$ cat src/rtl/p2hc_pkg.sv
// Shared constants, types and divider step functions of the pixel to cell mapper
package p2hc_pkg;

    localparam int COORD_BITS = 12;
    localparam int CFG_W      = 10;
    localparam int OUT_W      = 13;
    localparam int CFG_IDX_W  = 2;

    localparam int NUM_W      = (COORD_BITS > CFG_W) ? COORD_BITS : CFG_W;
    localparam int EXT_W      = NUM_W + 1;
    localparam int DIV_W      = CFG_W + 1;
    localparam int TRIAL_W    = (EXT_W > DIV_W) ? EXT_W : DIV_W;
    localparam int PROD_W     = NUM_W + CFG_W;
    localparam int CMP_W      = PROD_W + 2;
    localparam int ARITH_W    = (NUM_W + 2 > OUT_W) ? NUM_W + 2 : OUT_W;
    localparam int IN_DATA_W  = ((2 * COORD_BITS + 7) / 8) * 8;
    localparam int OUT_DATA_W = ((2 * OUT_W + 7) / 8) * 8;

    localparam logic [CFG_W-1:0] RST_COLUMN_SPACING = CFG_W'(48);
    localparam logic [CFG_W-1:0] RST_ROW_SPACING    = CFG_W'(64);
    localparam logic [CFG_W-1:0] RST_SLOPE_RUN      = CFG_W'(16);
    localparam logic [CFG_W-1:0] RST_SLOPE_RISE     = CFG_W'(32);

    typedef enum logic [CFG_IDX_W-1:0] {
        REG_COLUMN_SPACING = 2'd0,
        REG_ROW_SPACING    = 2'd1,
        REG_SLOPE_RUN      = 2'd2,
        REG_SLOPE_RISE     = 2'd3
    } reg_idx_t;

    typedef struct packed {
        logic [CFG_W-1:0] col_sp;
        logic [CFG_W-1:0] row_sp;
        logic [CFG_W-1:0] run;
        logic [CFG_W-1:0] rise;
    } cfg_t;

    typedef struct packed {
        logic [NUM_W-1:0] num;
        logic [NUM_W-1:0] rem;
        logic [NUM_W-1:0] quo;
    } lane_t;

    typedef struct packed {
        lane_t x;
        lane_t y;
        lane_t f;
        logic  fneg;
    } div_stage_t;

    function automatic lane_t div_step(lane_t a, logic [DIV_W-1:0] d);
        logic [EXT_W-1:0]   trial;
        logic [TRIAL_W-1:0] tw;
        logic [TRIAL_W-1:0] dw;
        lane_t              r;
        trial = {a.rem, a.num[NUM_W-1]};
        tw    = TRIAL_W'(trial);
        dw    = TRIAL_W'(d);
        r.num = {a.num[NUM_W-2:0], 1'b0};
        if (tw >= dw)
        begin
            r.rem = NUM_W'(tw - dw);
            r.quo = {a.quo[NUM_W-2:0], 1'b1};
        end
        else
        begin
            r.rem = NUM_W'(tw);
            r.quo = {a.quo[NUM_W-2:0], 1'b0};
        end
        return r;
    endfunction

    function automatic div_stage_t div_advance(div_stage_t s, logic [DIV_W-1:0] dx,
                                               logic [DIV_W-1:0] dy);
        div_stage_t r;
        r.x    = div_step(s.x, dx);
        r.y    = div_step(s.y, dy);
        r.f    = div_step(s.f, dy);
        r.fneg = s.fneg;
        return r;
    endfunction

endpackage

$ cat src/rtl/p2hc_cfg.sv
// Configuration registers with zero-spacing substitution
module p2hc_cfg (
    input  logic                             clk,
    input  logic                             rst_n,
    input  logic                             cfg_valid,
    output logic                             cfg_ready,
    input  logic [p2hc_pkg::CFG_IDX_W-1:0]   cfg_index,
    input  logic [p2hc_pkg::CFG_W-1:0]       cfg_data,
    output p2hc_pkg::cfg_t                   cfg
);

    logic [p2hc_pkg::CFG_W-1:0] col_sp_reg, col_sp_next;
    logic [p2hc_pkg::CFG_W-1:0] row_sp_reg, row_sp_next;
    logic [p2hc_pkg::CFG_W-1:0] run_reg, run_next;
    logic [p2hc_pkg::CFG_W-1:0] rise_reg, rise_next;

    assign cfg_ready = 1'b1;

    always_comb
    begin
        col_sp_next = col_sp_reg;
        row_sp_next = row_sp_reg;
        run_next    = run_reg;
        rise_next   = rise_reg;
        if (cfg_valid)
        begin
            case (p2hc_pkg::reg_idx_t'(cfg_index))
                p2hc_pkg::REG_COLUMN_SPACING: col_sp_next = cfg_data;
                p2hc_pkg::REG_ROW_SPACING:    row_sp_next = cfg_data;
                p2hc_pkg::REG_SLOPE_RUN:      run_next    = cfg_data;
                p2hc_pkg::REG_SLOPE_RISE:     rise_next   = cfg_data;
                default:                      ;
            endcase
        end
    end

    always_ff @(posedge clk or negedge rst_n)
    begin
        if (!rst_n)
        begin
            col_sp_reg <= p2hc_pkg::RST_COLUMN_SPACING;
            row_sp_reg <= p2hc_pkg::RST_ROW_SPACING;
            run_reg    <= p2hc_pkg::RST_SLOPE_RUN;
            rise_reg   <= p2hc_pkg::RST_SLOPE_RISE;
        end
        else
        begin
            col_sp_reg <= col_sp_next;
            row_sp_reg <= row_sp_next;
            run_reg    <= run_next;
            rise_reg   <= rise_next;
        end
    end

    // treat a zero spacing as one
    assign cfg.col_sp = (col_sp_reg == '0) ? p2hc_pkg::CFG_W'(1) : col_sp_reg;
    assign cfg.row_sp = (row_sp_reg == '0) ? p2hc_pkg::CFG_W'(1) : row_sp_reg;
    assign cfg.run    = run_reg;
    assign cfg.rise   = rise_reg;

endmodule

$ cat src/rtl/p2hc_div.sv
// Pipelined restoring divider, one quotient bit per stage, three lanes
module p2hc_div (
    input  logic                              clk,
    input  logic                              rst_n,
    input  p2hc_pkg::cfg_t                    cfg,
    input  logic                              in_valid,
    output logic                              in_ready,
    input  logic [p2hc_pkg::COORD_BITS-1:0]   in_x,
    input  logic [p2hc_pkg::COORD_BITS-1:0]   in_y,
    output logic                              out_valid,
    input  logic                              out_ready,
    output p2hc_pkg::div_stage_t              out
);

    p2hc_pkg::div_stage_t         st_reg [0:p2hc_pkg::NUM_W];
    p2hc_pkg::div_stage_t         st_next [1:p2hc_pkg::NUM_W];
    p2hc_pkg::div_stage_t         st0_next;
    logic                         v_reg  [0:p2hc_pkg::NUM_W];
    logic                         v_next [0:p2hc_pkg::NUM_W];
    logic                         rdy    [0:p2hc_pkg::NUM_W];
    logic [p2hc_pkg::DIV_W-1:0]   dx;
    logic [p2hc_pkg::DIV_W-1:0]   dy;
    logic [p2hc_pkg::EXT_W-1:0]   py_w;
    logic [p2hc_pkg::EXT_W-1:0]   sh_w;
    logic [p2hc_pkg::EXT_W-1:0]   m_w;

    assign dx = {cfg.col_sp, 1'b0};
    assign dy = p2hc_pkg::DIV_W'(cfg.row_sp);

    // floor lane: divide |py - rise| or its one's complement counterpart
    always_comb
    begin
        py_w = p2hc_pkg::EXT_W'(in_y);
        sh_w = p2hc_pkg::EXT_W'(cfg.rise);
        if (py_w >= sh_w)
        begin
            m_w           = py_w - sh_w;
            st0_next.fneg = 1'b0;
        end
        else
        begin
            m_w           = sh_w - py_w - p2hc_pkg::EXT_W'(1);
            st0_next.fneg = 1'b1;
        end
        st0_next.x.num = p2hc_pkg::NUM_W'(in_x);
        st0_next.x.rem = '0;
        st0_next.x.quo = '0;
        st0_next.y.num = p2hc_pkg::NUM_W'(in_y);
        st0_next.y.rem = '0;
        st0_next.y.quo = '0;
        st0_next.f.num = m_w[p2hc_pkg::NUM_W-1:0];
        st0_next.f.rem = '0;
        st0_next.f.quo = '0;
    end

    assign rdy[p2hc_pkg::NUM_W] = !v_reg[p2hc_pkg::NUM_W] || out_ready;
    assign v_next[0]            = rdy[0] ? in_valid : v_reg[0];

    for (genvar i = 0; i < p2hc_pkg::NUM_W; i++)
    begin : g_rdy
        assign rdy[i] = !v_reg[i] || rdy[i+1];
    end

    for (genvar i = 1; i <= p2hc_pkg::NUM_W; i++)
    begin : g_step
        assign st_next[i] = p2hc_pkg::div_advance(st_reg[i-1], dx, dy);
        assign v_next[i]  = rdy[i] ? v_reg[i-1] : v_reg[i];
    end

    for (genvar i = 0; i <= p2hc_pkg::NUM_W; i++)
    begin : g_stage
        always_ff @(posedge clk or negedge rst_n)
        begin
            if (!rst_n)
            begin
                v_reg[i] <= 1'b0;
            end
            else
            begin
                v_reg[i] <= v_next[i];
            end
        end
    end

    always_ff @(posedge clk)
    begin
        if (rdy[0])
        begin
            st_reg[0] <= st0_next;
        end
    end

    for (genvar i = 1; i <= p2hc_pkg::NUM_W; i++)
    begin : g_data
        always_ff @(posedge clk)
        begin
            if (rdy[i])
            begin
                st_reg[i] <= st_next[i];
            end
        end
    end

    assign in_ready  = rdy[0];
    assign out_valid = v_reg[p2hc_pkg::NUM_W];
    assign out       = st_reg[p2hc_pkg::NUM_W];

endmodule

$ cat src/rtl/p2hc_sel.sv
// Segment products, slope comparisons and final cell arithmetic, three stages
module p2hc_sel (
    input  logic                          clk,
    input  logic                          rst_n,
    input  p2hc_pkg::cfg_t                cfg,
    input  logic                          in_valid,
    output logic                          in_ready,
    input  p2hc_pkg::div_stage_t          in,
    output logic                          out_valid,
    input  logic                          out_ready,
    output logic [p2hc_pkg::OUT_W-1:0]    col,
    output logic [p2hc_pkg::OUT_W-1:0]    row
);

    typedef enum logic [1:0] {
        COL_LEFT  = 2'd0,
        COL_SAME  = 2'd1,
        COL_RIGHT = 2'd2
    } col_sel_t;

    typedef enum logic [1:0] {
        ROW_UP    = 2'd0,
        ROW_SAME  = 2'd1,
        ROW_FLOOR = 2'd2
    } row_sel_t;

    typedef struct packed {
        logic [p2hc_pkg::NUM_W-1:0]  xq;
        logic [p2hc_pkg::NUM_W-1:0]  yq;
        logic [p2hc_pkg::NUM_W-1:0]  fq;
        logic                        fneg;
        logic                        seg_a;
        logic                        seg_b;
        logic                        seg_c;
        logic [p2hc_pkg::PROD_W-1:0] ysw;
        logic [p2hc_pkg::PROD_W-1:0] xsh;
        logic [p2hc_pkg::PROD_W-1:0] offsh;
        logic [p2hc_pkg::PROD_W-1:0] shsw;
    } s1_t;

    typedef struct packed {
        logic [p2hc_pkg::NUM_W-1:0] xq;
        logic [p2hc_pkg::NUM_W-1:0] yq;
        logic [p2hc_pkg::NUM_W-1:0] fq;
        logic                       fneg;
        col_sel_t                   csel;
        row_sel_t                   rsel;
    } s2_t;

    s1_t                           s1_reg, s1_next;
    s2_t                           s2_reg, s2_next;
    logic [p2hc_pkg::OUT_W-1:0]    col_reg, col_next;
    logic [p2hc_pkg::OUT_W-1:0]    row_reg, row_next;
    logic                          v1_reg, v2_reg, v3_reg;
    logic                          rdy1, rdy2, rdy3;
    logic [p2hc_pkg::EXT_W-1:0]    xm_w;
    logic [p2hc_pkg::EXT_W-1:0]    offw;
    logic [p2hc_pkg::CFG_W-1:0]    off;
    logic [p2hc_pkg::CMP_W-1:0]    ysw_c, xsh_c, offsh_c, shsw_c;
    logic                          up, same;
    logic [p2hc_pkg::ARITH_W-1:0]  col_w, row_w;

    assign rdy3     = !v3_reg || out_ready;
    assign rdy2     = !v2_reg || rdy3;
    assign rdy1     = !v1_reg || rdy2;
    assign in_ready = rdy1;

    // stage 1: segment flags and slope products
    always_comb
    begin
        xm_w          = p2hc_pkg::EXT_W'(in.x.rem);
        offw          = xm_w - p2hc_pkg::EXT_W'(cfg.col_sp);
        off           = offw[p2hc_pkg::CFG_W-1:0];
        s1_next.xq    = in.x.quo;
        s1_next.yq    = in.y.quo;
        s1_next.fq    = in.f.quo;
        s1_next.fneg  = in.fneg;
        s1_next.seg_a = xm_w < p2hc_pkg::EXT_W'(cfg.run);
        s1_next.seg_b = xm_w < p2hc_pkg::EXT_W'(cfg.col_sp);
        s1_next.seg_c = xm_w < (p2hc_pkg::EXT_W'(cfg.run) + p2hc_pkg::EXT_W'(cfg.col_sp));
        s1_next.ysw   = p2hc_pkg::PROD_W'(in.y.rem) * p2hc_pkg::PROD_W'(cfg.run);
        s1_next.xsh   = p2hc_pkg::PROD_W'(in.x.rem) * p2hc_pkg::PROD_W'(cfg.rise);
        s1_next.offsh = p2hc_pkg::PROD_W'(off) * p2hc_pkg::PROD_W'(cfg.rise);
        s1_next.shsw  = p2hc_pkg::PROD_W'(cfg.rise) * p2hc_pkg::PROD_W'(cfg.run);
    end

    // stage 2: pick the cell among the three candidates
    always_comb
    begin
        ysw_c        = p2hc_pkg::CMP_W'(s1_reg.ysw);
        xsh_c        = p2hc_pkg::CMP_W'(s1_reg.xsh);
        offsh_c      = p2hc_pkg::CMP_W'(s1_reg.offsh);
        shsw_c       = p2hc_pkg::CMP_W'(s1_reg.shsw);
        s2_next.xq   = s1_reg.xq;
        s2_next.yq   = s1_reg.yq;
        s2_next.fq   = s1_reg.fq;
        s2_next.fneg = s1_reg.fneg;
        up           = 1'b0;
        same         = 1'b0;
        s2_next.csel = COL_SAME;
        s2_next.rsel = ROW_SAME;
        if (s1_reg.seg_a)
        begin
            up   = (ysw_c + xsh_c) < shsw_c;
            same = ysw_c < (shsw_c + xsh_c);
            if (up)
            begin
                s2_next.csel = COL_LEFT;
                s2_next.rsel = ROW_UP;
            end
            else if (!same)
            begin
                s2_next.csel = COL_LEFT;
            end
        end
        else if (s1_reg.seg_b)
        begin
            s2_next.csel = COL_SAME;
        end
        else if (s1_reg.seg_c)
        begin
            up   = ysw_c < offsh_c;
            same = (ysw_c + offsh_c) < {shsw_c[p2hc_pkg::CMP_W-2:0], 1'b0};
            if (up)
            begin
                s2_next.csel = COL_RIGHT;
                s2_next.rsel = ROW_UP;
            end
            else if (!same)
            begin
                s2_next.csel = COL_RIGHT;
            end
        end
        else
        begin
            s2_next.csel = COL_RIGHT;
            s2_next.rsel = ROW_FLOOR;
        end
    end

    // stage 3: column and row arithmetic, wrapped to the result width
    always_comb
    begin
        col_w = p2hc_pkg::ARITH_W'({s2_reg.xq, 1'b0});
        case (s2_reg.csel)
            COL_LEFT:  col_w = col_w - p2hc_pkg::ARITH_W'(1);
            COL_RIGHT: col_w = col_w + p2hc_pkg::ARITH_W'(1);
            default:   ;
        endcase
        case (s2_reg.rsel)
            ROW_UP:    row_w = p2hc_pkg::ARITH_W'(s2_reg.yq) - p2hc_pkg::ARITH_W'(1);
            ROW_FLOOR: row_w = s2_reg.fneg ? ~p2hc_pkg::ARITH_W'(s2_reg.fq)
                                           :  p2hc_pkg::ARITH_W'(s2_reg.fq);
            default:   row_w = p2hc_pkg::ARITH_W'(s2_reg.yq);
        endcase
        col_next = col_w[p2hc_pkg::OUT_W-1:0];
        row_next = row_w[p2hc_pkg::OUT_W-1:0];
    end

    always_ff @(posedge clk or negedge rst_n)
    begin
        if (!rst_n)
        begin
            v1_reg <= 1'b0;
            v2_reg <= 1'b0;
            v3_reg <= 1'b0;
        end
        else
        begin
            if (rdy1)
            begin
                v1_reg <= in_valid;
            end
            if (rdy2)
            begin
                v2_reg <= v1_reg;
            end
            if (rdy3)
            begin
                v3_reg <= v2_reg;
            end
        end
    end

    always_ff @(posedge clk)
    begin
        if (rdy1)
        begin
            s1_reg <= s1_next;
        end
        if (rdy2)
        begin
            s2_reg <= s2_next;
        end
        if (rdy3)
        begin
            col_reg <= col_next;
            row_reg <= row_next;
        end
    end

    assign out_valid = v3_reg;
    assign col       = col_reg;
    assign row       = row_reg;

endmodule

$ cat src/rtl/pixel_to_hex_cell_top.sv
// Top level of the pixel to offset-coordinate cell mapper
//
// Takes one pixel word (x, y) on the s_ stream and returns one cell word
// (column, row, both 13-bit two's complement) on the m_ stream, in order.
// Flat-topped cells, odd columns shifted down by half a row; tile spacing
// and edge slope come from four registers written over the cfg_ channel
// (index 0 column spacing, 1 row spacing, 2 slope run, 3 slope rise).
// Write registers only while no word is in flight.
//
// Throughput: one word per clock while m_tready is high. From acceptance to
// m_tvalid a word passes the input register, the restoring divider that
// resolves one quotient bit per stage (12 stages for 12-bit coordinates),
// the multiply stage, the compare stage and the output register.
// When m_tready is low the result holds in the output register and words
// behind it close up into empty stages; s_tready drops only when every
// stage is full. Reset empties the pipeline and reloads register defaults
// (48, 64, 16, 32); cfg_ready is always high.
module pixel_to_hex_cell_top (
    input  logic                                clk,
    input  logic                                rst_n,
    input  logic                                s_tvalid,
    output logic                                s_tready,
    input  logic [p2hc_pkg::IN_DATA_W-1:0]      s_tdata,   // pixel_x, pixel_y
    output logic                                m_tvalid,
    input  logic                                m_tready,
    output logic [p2hc_pkg::OUT_DATA_W-1:0]     m_tdata,   // cell_column, cell_row, zero pad
    input  logic                                cfg_valid,
    output logic                                cfg_ready,
    input  logic [p2hc_pkg::CFG_IDX_W-1:0]      cfg_index,
    input  logic [p2hc_pkg::CFG_W-1:0]          cfg_data
);

    p2hc_pkg::cfg_t                cfg;
    p2hc_pkg::div_stage_t          div_out;
    logic                          div_valid;
    logic                          div_ready;
    logic [p2hc_pkg::OUT_W-1:0]    cell_column;
    logic [p2hc_pkg::OUT_W-1:0]    cell_row;

    p2hc_cfg u_cfg (
        .clk       (clk),
        .rst_n     (rst_n),
        .cfg_valid (cfg_valid),
        .cfg_ready (cfg_ready),
        .cfg_index (cfg_index),
        .cfg_data  (cfg_data),
        .cfg       (cfg)
    );

    p2hc_div u_div (
        .clk       (clk),
        .rst_n     (rst_n),
        .cfg       (cfg),
        .in_valid  (s_tvalid),
        .in_ready  (s_tready),
        .in_x      (s_tdata[p2hc_pkg::COORD_BITS-1:0]),
        .in_y      (s_tdata[2*p2hc_pkg::COORD_BITS-1:p2hc_pkg::COORD_BITS]),
        .out_valid (div_valid),
        .out_ready (div_ready),
        .out       (div_out)
    );

    p2hc_sel u_sel (
        .clk       (clk),
        .rst_n     (rst_n),
        .cfg       (cfg),
        .in_valid  (div_valid),
        .in_ready  (div_ready),
        .in        (div_out),
        .out_valid (m_tvalid),
        .out_ready (m_tready),
        .col       (cell_column),
        .row       (cell_row)
    );

    assign m_tdata = {{(p2hc_pkg::OUT_DATA_W - 2*p2hc_pkg::OUT_W){1'b0}}, cell_row, cell_column};

endmodule

$ cat config.mk
export PLATFORM = sky130hd
export DESIGN_NAME = pixel_to_hex_cell_top
export DESIGN_NICKNAME = d
export VERILOG_FILES = /design/src/rtl/p2hc_pkg.sv /design/src/rtl/p2hc_cfg.sv /design/src/rtl/p2hc_div.sv /design/src/rtl/p2hc_sel.sv /design/src/rtl/pixel_to_hex_cell_top.sv
export SDC_FILE = /design/constraint.sdc
export NUM_CORES = 2
export LEC_CHECK = 0
export ABC_AREA = 1
export BUFFER_PORTS_ARGS = -buffer_cell sky130_fd_sc_hd__buf_4
export CAP_MARGIN = 0
export CORE_UTILIZATION = 35
export CTS_BUF_LIST = sky130_fd_sc_hd__clkbuf_8
export DETAILED_ROUTE_END_ITERATION = 8
export SYNTH_ARGS = -nofsm -noshare
export SYNTH_HDL_FRONTEND = slang
export SYNTH_SLANG_ARGS = --single-unit
export TNS_END_PERCENT = 1
$ cat constraint.sdc
create_clock -name clk -period 12.65 [get_ports clk]
set_input_delay 0.6325 -clock clk [delete_from_list [all_inputs] [get_ports clk]]
set_output_delay 0.6325 -clock clk [all_outputs]
set_load 0.05 [all_outputs]
## Word-level counts from Yosys, hierarchy flattened

Memory sizes are Yosys's and may differ from the RTL's.
Index checks and enable logic that the tools add are counted.

| word-level totals | value |
|---|---|
| memories kept | 1 |
| register bits | 247 |
| memory bits (writable) | 1,417 |
| bits of input ports | 41 |

Memory list:

| memory | words | width | rd ports | clocked after Yosys merged registers in | wr ports | RTL line | source |
|---|---|---|---|---|---|---|---|
| u_div.st_reg | 13 | 109 | 13 | 0 | 13 | p2hc_div.sv:15 | `p2hc_pkg::div_stage_t st_reg [0:p2hc_pkg::NUM_W];` |

| cells by class | value |
|---|---|
| reductions and logical operators | 41 |
| eq/ne operators | 5 |
| $lt $le $gt $ge | 44 |
| mux-type cells | 79 |
| bitwise operators | 1 |
| add/sub/neg operators | 47 |
| multipliers | 4 |

Operators with widths:

| kind | count |
|---|---|
| 24-bit two-way mux | 36 |
| 13-bit by 10-bit greater-or-equal comparator with 1-bit output | 24 |
| 12-bit by 10-bit subtractor with 12-bit output | 25 |
| 13-bit by 11-bit greater-or-equal comparator with 1-bit output | 12 |
| 12-bit by 11-bit subtractor with 12-bit output | 12 |
| 13-bit one-hot mux with 2 select lines | 2 |
| 12-bit by 10-bit multiplier with 22-bit output | 2 |
| 10-bit by 10-bit multiplier with 20-bit output | 2 |
| 1-bit two-way mux | 30 |
| 12-bit by 10-bit less-than comparator with 1-bit output | 2 |
| 22-bit by 24-bit less-than comparator with 1-bit output | 1 |
| 24-bit by 20-bit less-than comparator with 1-bit output | 1 |
| 24-bit by 21-bit less-than comparator with 1-bit output | 1 |
| 20-bit by 22-bit adder with 23-bit output | 1 |
| 22-bit by 20-bit adder with 23-bit output | 1 |
| 22-bit by 22-bit adder with 23-bit output | 1 |
| 22-bit by 20-bit less-than comparator with 1-bit output | 1 |
| 10-bit logical NOT | 2 |
| 10-bit two-way mux | 2 |
| 1-bit logical NOT | 16 |
| 1-bit logical OR | 16 |
| 13-bit by 1-bit adder with 13-bit output (second input constant) | 1 |
| 13-bit two-way mux | 1 |
| 12-bit inverter with 13-bit output | 1 |
| other kinds (15) | 28 |

## Longest topological paths before layout

| depth | value |
|---|---|
| depth in word-level cells | 19 |
| mapped depth | 34 |
| gate-level depth less buffers | 34 |

## Cells and area by module

A second synthesis with hierarchy kept.

| unflattened totals | value |
|---|---|
| cell total of the unflattened synthesis | 8,549 |
| area total of the unflattened synthesis | 81,331.8 µm² |

Modules (own cells, without submodules):

| module | sequential area each (µm²) | area an instance (µm²) | instances | cells each |
|---|---|---|---|---|
| p2hc_div | 27,741.6 | 52,141.3 | 1 | 5,104 |
| p2hc_sel | 5,810.6 | 27,478.9 | 1 | 3,257 |
| p2hc_cfg | 1,007.2 | 1,662.8 | 1 | 181 |
| pixel_to_hex_cell_top | 0.0 | 48.8 | 1 | 7 |

## Least setup slack after synthesis

Ideal clock, no wire load.

| timing path | value |
|---|---|
| path kind | reg-to-reg |
| start | reg u_sel.v3_reg (netlist: u_sel.out_valid) |
| end | mem u_div.st_reg[0][218] in the netlist's numbering (enable) |
| required time | 11.892 ns |
| setup slack | 4.456 ns |
| arrival time | 7.436 ns |
| path buffers | 0 |
| clock period less this slack | 8.194 ns |
| cell stages (with the launch flop) | 10 |
| library setup time | 0.758 ns |
| path through | dfrtp_1 > nand2_2 > nor2_4 > nand2_2 > nor3_4 > nand4_2 > nor2_4 > nand4_4 > nor2_4 > nand2_1 |

RTL lines:

| what | RTL line | source |
|---|---|---|
| start: declaration | p2hc_sel.sv:54 | `logic v1_reg, v2_reg, v3_reg;` |
| start signal: assignment | p2hc_sel.sv:180 | `v3_reg <= v2_reg;` |
| end: declaration | p2hc_div.sv:15 |  |

==> impl_metrics.json <==
{
  "dp_hpwl_um": 143700,
  "gr-usage-all-layers": 0.1751,
  "number_of_buffers_added_on_ports": 68,
  "fin_skew_ns": 0.08460,
  "cpLargestDelayFamily": "adder cells",
  "synth_top_area_cell": "edfxtp_1",
  "period_utilization_post_route": 0.6308,
  "drt-vias-per-instance": 4.919,
  "clockBufferDepth": 3,
  "post-route-drc-count": 0,
  "max_slew_margin": 0.09961,
  "initialDrtViolationCount": 3592,
  "routed-via-count": 53160,
  "worstSkewPairLatency_ns": 0.94,
  "end_kind": "flop",
  "clock.fmax_mhz": 125.3,
  "synth.most_common_cell": "nand2_1",
  "drive_above_1_share": 0.06303,
  "die_width_um": 467.9,
  "setup-violations-final": 0,
  "cts_inserted_buffers": 192,
  "edff_count_synth": 1092,
  "grt_pass1_vias": 52970,
  "synth_flop_cell": "edfxtp_1",
  "routed_wire_length_per_instance_um": 17.65,
  "grt_pass1_wl_um": 298300,
  "wirelength_um": 190800,
  "cts_tree": "built",
  "syn_inst": 7631,
  "postSynthAreaPerCell_um2": 9.956,
  "worst-slew-pin-transition_ns": 1.351,
  "setup-tns-final_ns": 0,
  "synth.ff_latch_count": 1148,
  "synth_seq_area_share": 0.4501,
  "total_buffers_and_inverters_traversed_by_the_critical_path": 8,
  "post_synth_main_area_contributors": "edfxtp_1 43%, ha_1 13%, fa_1 8.4%, nand2_1 7.6%, inv_1 5.0%",
  "timing_max_transition_violations_final": 0,
  "grt_start_max_net_pins": 75,
  "core.rowCount": 170,
  "clockRootBuffer": "clkbuf_8",
  "critical_path_peak_fanout": 13,
  "synth-async-reset-ratio": 0.04878,
  "cts.sinks": 1148,
  "gp_congestion": 0.9295,
  "yosysTopAreaCellShare": 0.4316,
  "nets": 8923,
  "setup.worst_path.class": "flop to flop",
  "cts-hold-fix-buffers": 26,
  "mappedNetlistArea_mm2": 0.07597,
  "max_cap_violations": 0,
  "cts.clk_slew.worst_paths_ns": 0.07,
  "layout-area-overhead-vs-synth_pct": 10.47,
  "timing.critical_path.slowest_cell_delay_ns": 0.59,
  "arrival_ns": 8.65,
  "grt_antenna_before_repair": 4,
  "startpoint_type": "flop",
  "initial_core_util": 0.3529,
  "layout.cell_area.non_filler_mm2": 0.08393,
  "io_pins": 76,
  "post_synth_num_cell_types": 68,
  "grt_overflow": 0,
  "synth_warnings": 0,
  "report.final.hold_viol_count": 0,
  "timing.final.crit_period_ns": 7.979,
  "coreArea_mm2": 0.2153,
  "hold_path_class": "primary input to flop",
  "top_post_synthesis_cells_by_count": "1541 x nand2_1, 1092 x edfxtp_1, 1004 x inv_1",
  "cts.htree.levels": 4,
  "num-fill-cells": 21060,
  "postCtsSetupBuffers": 0,
  "grt_setup_unrepaired": "false",
  "die_height_um": 467.9,
  "max_reg_flops": 901,
  "antenna_violating_nets_left": 0,
  "place_area_mm2": 0.07969,
  "floorplan.die_area_mm2": 0.2189,
  "status": "finished, final reports clean",
  "detailedRoute.firstPassIterationCount": 6,
  "critical_path_required_ns": 13.32,
  "crit_slowest_cell": "inv_1",
  "post_cts_resize_count": 0
}
## routing by layer
layer	vias to the layer above	share of wire	GRT usage
li1	26200	-	-
met1	25550	0.47	0.2371
met2	1157	0.46	0.2868
met3	250	0.046	0.02700
met4	0	0.027	0.05408
met5	-	0	0
## per-stage QoR
step,hold WS (ns),setup slack (ns),std cells,utilization
floorplan,0.3369,4.456,7641,-
global placement,0.4006,4.774,10420,0.3702
detailed placement,0.4045,4.665,10420,0.3702
CTS,0.06689,4.664,10800,0.3898
global route,0.1170,4.090,10800,0.3898
finish,0.1641,4.671,10810,0.3899
## cell families after synthesis
group,count (synthesis),share of synthesized area
AND/OR/NAND/NOR,2500,0.1356
AO/OA/AOI/OAI,1275,0.09321
buffers and inverters,1186,0.06098
flip-flops,1148,0.4501
adder cells (fa/ha/maj),1077,0.2088
XOR/XNOR,442,0.05105
other,2,0.00009885
multiplexers,1,0.0001482
## final cells by class
class	count	area, um2	area share
antenna	5	12.51	0.0001491
clock buffer	202	2780	0.03313
clock inverter	151	1186	0.01413
inverter	1014	3809	0.04538
multi-input combinational	5307	37260	0.4439
sequential	1148	34200	0.4075
tap	2838	3551	0.04231
timing repair buffer	142	1131	0.01348
## final timing paths
path	from	endpoint	slack [ns]	cells after the start
setup / recovery	u_cfg.col_sp_reg[6]	u_sel.offsh_c[17]	4.67	34
hold / removal	cfg_data[6]	u_cfg.rise_reg[6]	0.16	3
setup reg to reg	u_cfg.col_sp_reg[6]	u_sel.offsh_c[17]	4.67	34
hold reg to reg	u_sel.s1_reg[117]	u_sel.s2_reg[30]	0.38	0
max in group asynchronous	rst_n	u_sel.out_valid	11.64	2
min in group asynchronous	rst_n	u_cfg.rise_reg[8]	0.36	2
## tightest hold or removal path: cells and delay by family
family          cells  cell delay [ns]
compound gates      1             0.20
buf+inv             2             0.20
## placed cells by master, fill, tap and decap left out, types with 26 or more instances in the layout
cell type,n
or2_2,47
nand2_1,1538
nor3_1,72
nand3_1,224
dfrtp_1,50
xor2_1,239
xnor2_1,202
buf_4,116
nand4_1,56
a21o_1,32
ha_1,759
o21ai_0,409
clkinv_1,42
inv_1,1053
nor2_1,486
clkbuf_8,202
a21oi_1,593
edfxtp_1,1092
fa_1,318
clkinv_2,28
a31oi_1,30
dlygate4sd3_1,26
Power is not shown: default switching activity piles up to over one toggle a cycle in this logic, so the estimate is an artifact.
